**config.mk**
```make
export PLATFORM = sky130hd
export DESIGN_NAME = cp1251_to_utf8_transcoder
export DESIGN_NICKNAME = d
export VERILOG_FILES = /design/src/hdl/cp1251_pkg.sv /design/src/hdl/cp1251_to_utf8_transcoder.sv
export SDC_FILE = /design/constraint.sdc
export NUM_CORES = 1
export LEC_CHECK = 0
export BUFFER_PORTS_ARGS = -buffer_cell sky130_fd_sc_hd__buf_2
export CORE_MARGIN = 2
export CORE_UTILIZATION = 54
export CTS_CLUSTER_DIAMETER = 100
export DETAILED_ROUTE_END_ITERATION = 16
export PLACE_DENSITY = 0.87
export SETUP_SLACK_MARGIN = 0.2
export SYNTH_ARGS = -nofsm -noshare
export SYNTH_HDL_FRONTEND = slang
export SYNTH_SLANG_ARGS = --single-unit
export TNS_END_PERCENT = 50
```
**constraint.sdc**
```tcl
create_clock -name clk -period 1.9 [get_ports clk]
set_input_delay 0.095 -clock clk [delete_from_list [all_inputs] [get_ports clk]]
set_output_delay 0.095 -clock clk [all_outputs]
set_load 0.005 [all_outputs]
```
**src/hdl/cp1251_pkg.sv**
```systemverilog
package cp1251_pkg;

    // Lengths of a UTF-8 run
    localparam logic [1:0] RUN_LEN_1 = 2'd1;
    localparam logic [1:0] RUN_LEN_2 = 2'd2;
    localparam logic [1:0] RUN_LEN_3 = 2'd3;

    // Byte slots within a run
    localparam logic [1:0] SLOT_0 = 2'd0;
    localparam logic [1:0] SLOT_1 = 2'd1;
    localparam logic [1:0] SLOT_2 = 2'd2;

    // Fixed lead bytes and offsets for the Cyrillic letter blocks
    localparam logic [7:0] LETTER_LO_FIRST = 8'hC0;
    localparam logic [7:0] LETTER_LO_LAST  = 8'hEF;
    localparam logic [7:0] LETTER_HI_FIRST = 8'hF0;
    localparam logic [7:0] LEAD_LO         = 8'hD0;
    localparam logic [7:0] LEAD_HI         = 8'hD1;
    localparam logic [7:0] OFFSET_LO       = 8'h30;
    localparam logic [7:0] OFFSET_HI       = 8'h70;

    // Code points of bytes 0x80..0xBF; zero marks the unassigned byte
    localparam logic [15:0] HIGH_TABLE [0:63] = '{
        16'h0402, 16'h0403, 16'h201A, 16'h0453, 16'h201E, 16'h2026, 16'h2020, 16'h2021,
        16'h20AC, 16'h2030, 16'h0409, 16'h2039, 16'h040A, 16'h040C, 16'h040B, 16'h040F,
        16'h0452, 16'h2018, 16'h2019, 16'h201C, 16'h201D, 16'h2022, 16'h2013, 16'h2014,
        16'h0000, 16'h2122, 16'h0459, 16'h203A, 16'h045A, 16'h045C, 16'h045B, 16'h045F,
        16'h00A0, 16'h040E, 16'h045E, 16'h0408, 16'h00A4, 16'h0490, 16'h00A6, 16'h00A7,
        16'h0401, 16'h00A9, 16'h0404, 16'h00AB, 16'h00AC, 16'h00AD, 16'h00AE, 16'h0407,
        16'h00B0, 16'h00B1, 16'h0406, 16'h0456, 16'h0491, 16'h00B5, 16'h00B6, 16'h00B7,
        16'h0451, 16'h2116, 16'h0454, 16'h00BB, 16'h0458, 16'h0405, 16'h0455, 16'h0457
    };

    // One encoded character: up to three bytes and the run length
    typedef struct packed {
        logic [7:0] b0;
        logic [7:0] b1;
        logic [7:0] b2;
        logic [1:0] len;
        logic       valid;
    } enc_t;

    function automatic enc_t encode(input logic [7:0] b);
        enc_t        e;
        logic [15:0] cp;
        e.b0    = 8'h00;
        e.b1    = 8'h00;
        e.b2    = 8'h00;
        e.len   = RUN_LEN_1;
        e.valid = 1'b1;
        cp      = HIGH_TABLE[b[5:0]];
        priority if (!b[7])
        begin
            e.b0 = b;
        end
        else if (b >= LETTER_LO_FIRST && b <= LETTER_LO_LAST)
        begin
            e.b0  = LEAD_LO;
            e.b1  = b - OFFSET_LO;
            e.len = RUN_LEN_2;
        end
        else if (b >= LETTER_HI_FIRST)
        begin
            e.b0  = LEAD_HI;
            e.b1  = b - OFFSET_HI;
            e.len = RUN_LEN_2;
        end
        else if (cp == 16'h0000)
        begin
            e.valid = 1'b0;
        end
        else if (cp < 16'h0800)
        begin
            e.b0  = {3'b110, cp[10:6]};
            e.b1  = {2'b10, cp[5:0]};
            e.len = RUN_LEN_2;
        end
        else
        begin
            e.b0  = {4'b1110, cp[15:12]};
            e.b1  = {2'b10, cp[11:6]};
            e.b2  = {2'b10, cp[5:0]};
            e.len = RUN_LEN_3;
        end
        return e;
    endfunction

endpackage

```
**src/hdl/cp1251_to_utf8_transcoder.sv**
```systemverilog
// Windows-1251 to UTF-8 transcoder.
// Input: pulse start with in_byte and in_end; the word is taken at a clock
// edge where start is high and busy is low. Each input character is looked
// up and stored as a run of one to three UTF-8 bytes in a run register.
// Output: one result word per cycle, marked by strobe, with out_byte,
// byte_valid, run_last and text_end. Bytes of a run come on consecutive
// cycles; run_last marks the last one, and text_end repeats in_end there.
// The unassigned byte 0x98 gives one word with byte_valid low and a zero
// byte.
// The first byte of a run passes through the run register and then the
// output register. One input is taken per cycle for one-byte characters
// while start is high; a run of two or three bytes holds busy high until
// its last byte, as the output has one byte lane. busy is low in the cycle
// that loads the last byte of a run into the output register, so the next
// character loads without a gap.
// The receiver cannot stall; every strobe word must be taken as it comes.
// Reset empties the run register and clears the strobe; no word is pending
// after it.
module cp1251_to_utf8_transcoder
    import cp1251_pkg::*;
(
    input  logic       clk,
    input  logic       rst_n,
    input  logic       start,
    input  logic [7:0] in_byte,
    input  logic       in_end,
    output logic       busy,
    output logic       strobe,
    output logic [7:0] out_byte,
    output logic       byte_valid,
    output logic       run_last,
    output logic       text_end
);

    enc_t       enc_reg;
    enc_t       enc_next;
    logic       full_reg;
    logic       full_next;
    logic       end_reg;
    logic       end_next;
    logic [1:0] idx_reg;
    logic [1:0] idx_next;

    logic       strobe_reg;
    logic [7:0] out_byte_reg;
    logic [7:0] out_byte_next;
    logic       byte_valid_reg;
    logic       run_last_reg;
    logic       text_end_reg;

    logic       last_now;
    logic       accept;
    logic [7:0] cur_byte;

    // Detect the final byte of the current run
    assign last_now = full_reg && (idx_reg == (enc_reg.len - RUN_LEN_1));
    assign busy     = full_reg && !last_now;
    assign accept   = start && !busy;

    // Pick the byte of the run at the current slot
    always_comb
    begin
        unique case (idx_reg)
            SLOT_0:  cur_byte = enc_reg.b0;
            SLOT_1:  cur_byte = enc_reg.b1;
            SLOT_2:  cur_byte = enc_reg.b2;
            default: cur_byte = 8'h00;
        endcase
    end

    // Load a new run, advance within a run, or drop a finished one
    always_comb
    begin
        enc_next  = enc_reg;
        end_next  = end_reg;
        full_next = full_reg;
        idx_next  = idx_reg;
        if (accept)
        begin
            enc_next  = encode(in_byte);
            end_next  = in_end;
            full_next = 1'b1;
            idx_next  = SLOT_0;
        end
        else if (last_now)
        begin
            full_next = 1'b0;
            idx_next  = SLOT_0;
        end
        else if (full_reg)
        begin
            idx_next = idx_reg + 2'd1;
        end
    end

    assign out_byte_next = enc_reg.valid ? cur_byte : 8'h00;

    // Hold run control
    always_ff @(posedge clk or negedge rst_n)
    begin
        if (!rst_n)
        begin
            full_reg   <= 1'b0;
            idx_reg    <= SLOT_0;
            strobe_reg <= 1'b0;
        end
        else
        begin
            full_reg   <= full_next;
            idx_reg    <= idx_next;
            strobe_reg <= full_reg;
        end
    end

    // Hold run payload and the result word
    always_ff @(posedge clk)
    begin
        enc_reg        <= enc_next;
        end_reg        <= end_next;
        out_byte_reg   <= out_byte_next;
        byte_valid_reg <= enc_reg.valid;
        run_last_reg   <= last_now;
        text_end_reg   <= last_now && end_reg;
    end

    assign strobe     = strobe_reg;
    assign out_byte   = out_byte_reg;
    assign byte_valid = byte_valid_reg;
    assign run_last   = run_last_reg;
    assign text_end   = text_end_reg;

endmodule

```
==> flow_summary.ini, run 1 <==
[status]
status = finished with violations
violations = setup timing

[synth]
netlist_area_mm2 = 0.00280
synth-edff-count = 26
synth_top_area_frac = 0.279
syn_inst = 289
synthArstFlopShare = 0.0976
yosys_warnings = 0
avgSynthCellArea_um2 = 9.68
ys_ff_latch = 41
yosys-top-cells-area = edfxtp_1 28%, dfxtp_1 7.9%, ha_1 6.3%, nor2_1 4.0%, dfrtp_1 3.6%
synth_commonest_cells = 30 x nor2_1, 26 x edfxtp_1, 16 x a21oi_1
ys.flop_type = edfxtp_1
synth_cell_types = 71
synth_largest_area_cell = edfxtp_1
yosysSeqAreaShare = 0.394
synth.most_common_cell = nor2_1
syn_nets = 315

[worst_setup_path]
start_kind = primary input
r2r_slack_ns = 0.16
crit_arrival_ns = 2.02
worst_setup_path_end_kind = register
r2r_end = enc_reg[23]
critPathKind = in -> reg
critPathSlowestCell = o31ai_2
required_ns = 1.95
startpoint = in_byte[1]
reg2reg_depth = 5
cp_cell_sequence = buf_12, inv_8, ha_2, nand2_1, o21ai_0, a211oi_1, o31ai_2, nor4b_4, nand4_4, or2_1
crit_path_end = enc_reg[0]
cpLargestDelayFamily = simple AND/OR/NAND/NOR gates
cpPeakStageDelay_ns = 0.33
crit_path_max_fanout = 5
crit_cells = 10
worst-path-buf-inv = 2
r2r-start = enc_reg[26]

[layout]
drive_gt1_frac = 0.464
final_nets = 413
num_antenna_cells = 0
fill_cells = 272
finish.instance_area_mm2 = 0.00408
largest_register_ffs = 25
fin_util = 0.808
area.growth.synth_to_final_pct = 45.7

[detailed_routing]
via_per_inst = 6.37
drt_wl_total_um = 8930
drc_errors = 0
wire_per_inst_um = 19.5
ant_nets = 0
drtIter0Drc = 225
first_pass_iters = 5
via_count = 2917

[power_and_ir_drop]
p_leak_nw = 1.67
ir_drop_mv = 0.642
power_mw = 3.60
power_density_mw_per_mm2 = 883

[floorplan]
initial_utilization = 0.555
die_w_um = 76.0
core-area_mm2 = 0.00504
chipHeight_um = 76.0
ioPinCount = 25
rows = 26
die-area_mm2 = 0.00577

[sta]
drv_slew = 0
min_period_ns = 1.97
fin_skew_ns = 0.00635
grt_setup_unrepaired = true
finalCritPeriodShare = 1.04
finalSetupViolations = 4
max_freq_mhz = 508
slew_headroom = 0.604
postLayoutSetupSlackWorst_ns = -0.0667
finalHoldViolCount = 0
tightestPinTransition_ns = 0.588
fin_tns_setup_ns = -0.145

[place]
place.gp.congestion = 1.07
preCtsSetupSlack_ns = -0.471
port_buffers = 24
placed_area_mm2 = 0.00344
hpwl_um = 5720

[clock_network]
clk_pin_slew_ns = 0.08
cts_max_path_buffers = 2
cts_tree = done
cts_sinks = 41
clk_latency_ns = 0.30
htreeDepth = 2
cts-root-buf = clkbuf_8
cts_buffers = 5

[global_route]
overflow = 0
grt_use_total = 0.284
grt_max_degree = 23
grt_pass1_wl_um = 13100
antenna_found_initial = 0
grt_pass1_vias = 2755

[job]
maxCapViolations = 0

[worst_hold_path]
min_path_cells = 2
min-delay-path-class = in -> reg
[metal layers]
metal	GRT usage	part of all wire	vias to the layer above
li1	-	-	1299
met1	0.310	0.34	1396
met2	0.505	0.53	172
met3	0.0500	0.066	50
met4	0.187	0.060	0
met5	0	0	-
[worst min path at each step]
| stage | startpoint | end | slack [ns] |
|---|---|---|---|
| floorplan | rst_n | full_reg | -0.20 |
| CTS | start | full_reg | 0.09 |
| finish | start | full_reg | 0.11 |
| global placement | rst_n | strobe | -0.10 |
| detailed placement | rst_n | full_reg | -0.1 |
| global route | start | full_reg | 0.12 |
[through the flow]
stage	cells	hold WS, ns
after floorplan	289	-0.201
after global placement	428	-0.100
after detailed placement	428	-0.0993
after CTS	451	0.0856
after global routing	458	0.116
final	458	0.111
[placed cells by master (no fill, tap or decap), types with 6 or more instances in the layout]
master and instances:
a211oi_1 6, a21oi_1 12, a222oi_1 7, buf_2 18, buf_4 80, buf_6 8, dfxtp_1 11, edfxtp_1 26
ha_1 8, nand2_1 10, nand2b_1 11, nor2_1 28, nor3_1 10, o211ai_1 8, o21ai_0 10
[worst register-to-register path: cells and delay by family (launching register included)]
| family | cells | cell delay (ns) |
|---|---|---|
| compound gates | 1 | 0.14 |
| flops | 1 | 0.45 |
| xor+xnor | 1 | 0.17 |
| simple gates | 3 | 0.67 |
[report_power, final]
part / total, mW / leakage, nW / switching (mW) / internal [mW]
clock network: 0.688 / 0.0543 / 0.296 / 0.393
registers: 1.37 / 0.378 / 0.0999 / 1.27
logic: 1.54 / 1.24 / 0.817 / 0.726
total: 3.60 / 1.67 / 1.21 / 2.39
[repair_timing]
item                                    4_1_cts  5_1_grt
setup buffers                                10        7
endpoints found under the hold margin         5        0
gates cloned                                  3        0
gates resized for setup                      40       36
pin swaps                                    21       23
hold buffers                                  2        0
endpoints found under the setup margin       42       43
[area by class of cell]
class	count	area, µm²	share of cell area
clock buffer	5	68.8	0.0169
clock inverter	3	46.3	0.0114
inverter	13	71.3	0.0175
multi-input combinational	214	1820	0.448
sequential	41	1100	0.270
tap	70	87.6	0.0215
timing repair buffer	112	876	0.215
[logic make-up (layout without fill, tap and decap cells)]
family / count (synthesis) / after routing / synth area share
compound gates: 91 / 91 / 0.249
xor+xnor: 1 / 1 / 0.00313
fa+ha+maj: 14 / 14 / 0.0626
buf+inv: 37 / 133 / 0.0676
flops: 41 / 41 / 0.394
mux: 9 / 9 / 0.0421
simple gates: 96 / 99 / 0.182
Power figures use the tool's default switching activity.
==> inputs of run 2 (changes only) <==
--- a/config.mk
+++ b/config.mk
@@ -10,6 +10,7 @@
 export CORE_UTILIZATION = 54
 export CTS_CLUSTER_DIAMETER = 100
 export DETAILED_ROUTE_END_ITERATION = 16
+export HOLD_SLACK_MARGIN = 0.15
 export PLACE_DENSITY = 0.87
 export SETUP_SLACK_MARGIN = 0.2
 export SYNTH_ARGS = -nofsm -noshare
==> run 2 against run 1 <==
  * Non-clock buffer count up 1
  * Largest cell class unchanged
  * Clock skew grew 0.0022 ns
  * Sequential share of layout area is essentially flat
  * Sequential cell count unchanged
  * Via count is 1.7% higher
  * Setup slack got worse by 0.046 ns
  * Total power down 0.38%
  * Wire length is 3.8% higher
  * Critical path type unchanged
  * Global-route usage is the same
  * Count of clock-buffer cells in the layout unchanged
  * Cell area hardly changed
  * Fmax fell by 2.3%
  * The run still ends with setup timing left
==> flow_summary.ini, run 2 (synthesis results as in run 1) <==
[sta]
finalCritPeriodShare = 1.06
fin_skew_ns = 0.00851
fin_tns_setup_ns = -0.286
finalSetupViolations = 5
slew_headroom = 0.596
finalHoldViolCount = 0
drv_slew = 0
min_period_ns = 2.01
tightestPinTransition_ns = 0.601
postLayoutSetupSlackWorst_ns = -0.112
grt_setup_unrepaired = true
max_freq_mhz = 497

[floorplan]
die-area_mm2 = 0.00577
core-area_mm2 = 0.00504
die_w_um = 76.0
rows = 26
chipHeight_um = 76.0
initial_utilization = 0.555
ioPinCount = 25

[worst_setup_path]
crit_path_end = enc_reg[11]
r2r_slack_ns = 0.12
r2r-start = enc_reg[26]
worst_setup_path_end_kind = register
critPathKind = in -> reg
crit_path_max_fanout = 4
start_kind = primary input
r2r_end = enc_reg[23]
required_ns = 2.00
reg2reg_depth = 5
startpoint = in_byte[1]
crit_arrival_ns = 2.11

[detailed_routing]
first_pass_iters = 5
drt_wl_total_um = 9270
via_count = 2967
ant_nets = 0
drc_errors = 0
wire_per_inst_um = 20.2
drtIter0Drc = 304
via_per_inst = 6.46

[power_and_ir_drop]
sequentialPowerShare = 0.384
ir_drop_mv = 0.555
power_density_mw_per_mm2 = 880
p_leak_nw = 1.67
internal_power_mw = 2.36
clkPwrFrac = 0.194
p_comb_frac = 0.422
switchingPower_mw = 1.23
swShare = 0.342

[layout]
layout_commonest_cell = buf_4
multi_input_area_mm2 = 0.00181
largest_register_ffs = 25
drive_gt1_frac = 0.458
finish.instance_area_mm2 = 0.00407
num_antenna_cells = 0
area.growth.synth_to_final_pct = 45.6
fill_cells = 280
final_cell_mix = 80 x buf_4, 28 x nor2_1, 26 x edfxtp_1
regArea_mm2 = 0.00110
final_cells = 459
final_nets = 414

[global_route]
antenna_found_initial = 0
grt_pass1_vias = 2768
overflow = 0
grt_pass1_wl_um = 13100
grt_max_degree = 23
grt_use_total = 0.284

[status]
status = finished with violations
violations = setup timing

[place]
port_buffers = 24
place.gp.congestion = 1.07
placed_cells = 428
preCtsSetupSlack_ns = -0.471
placed_area_mm2 = 0.00344
hpwl_um = 5720

[job]
maxCapViolations = 0

[clock_network]
clk_pin_slew_ns = 0.08
cts_sinks = 41
cts_max_path_buffers = 2
htreeDepth = 2
cts_buffers = 5
clk_latency_ns = 0.30
cts-root-buf = clkbuf_8
cts_tree = done

[worst_hold_path]
min-delay-path-class = in -> reg
[run 2: how the worst min path moves through the flow]
stage                     from     endpoint  slack, ns  cells past startpoint
floorplan                rst_n     full_reg      -0.20                      0
global placement         rst_n       strobe      -0.10                      1
detailed placement       rst_n     full_reg       -0.1                      1
finish              in_byte[7]  enc_reg[26]       0.28                      2
CTS                 in_byte[7]  enc_reg[22]       0.21                      2
global route        in_byte[7]  enc_reg[26]       0.28                      2
[run 2: critical path: stages]
cell	delay, ns
buf_12	0.11
inv_8	0.06
ha_4	0.20
buf_4	0.15
mux4_2	0.44
mux4_2	0.56
nor2_2	0.13
nor3_1	0.07
a211oi_1	0.29
[run 2: metrics by stage]
| stage | utilization | total power [mW] | hold WS [ns] |
|---|---|---|---|
| floorplan | - | 2.10 | -0.201 |
| global placement | 0.682 | 2.50 | -0.100 |
| detailed placement | 0.682 | 2.57 | -0.0993 |
| CTS | 0.765 | 3.38 | 0.209 |
| global route | 0.808 | 3.74 | 0.276 |
| finish | 0.808 | 3.59 | 0.276 |
[run 2: what timing repair did]
| action | 4_1_cts | 5_1_grt |
|---|---|---|
| cloned | 3 | 0 |
| pin swaps | 21 | 20 |
| buffers inserted | 10 | 6 |
| setup endpoints to repair | 42 | 43 |
| gates resized for setup | 40 | 33 |
| hold endpoints to repair | 6 | 0 |
| hold buffers | 4 | 0 |
[run 2: area by class of cell]
type                       count  share of cell area
timing repair buffer         113               0.217
multi-input combinational    214               0.445
inverter                      13              0.0175
clock buffer                   5              0.0169
clock inverter                 3              0.0114
sequential                    41               0.270
tap                           70              0.0215
[run 2: routing by layer]
metal,GRT usage,routed length (µm),vias up
met5,0,0,-
met4,0.180,563,0
met3,0.0488,732,62
met2,0.508,4740,223
met1,0.312,3230,1383
li1,-,-,1299
[run 2: power by group through the flow]
stage	Combinational, mW	Sequential [mW]	Clock [mW]
2_1_floorplan	0.719	1.38	0
3_3_place_gp	1.14	1.36	0
3_5_place_dp	1.19	1.38	0
4_1_cts	1.33	1.36	0.693
5_1_grt	1.62	1.39	0.734
6_report	1.51	1.38	0.696
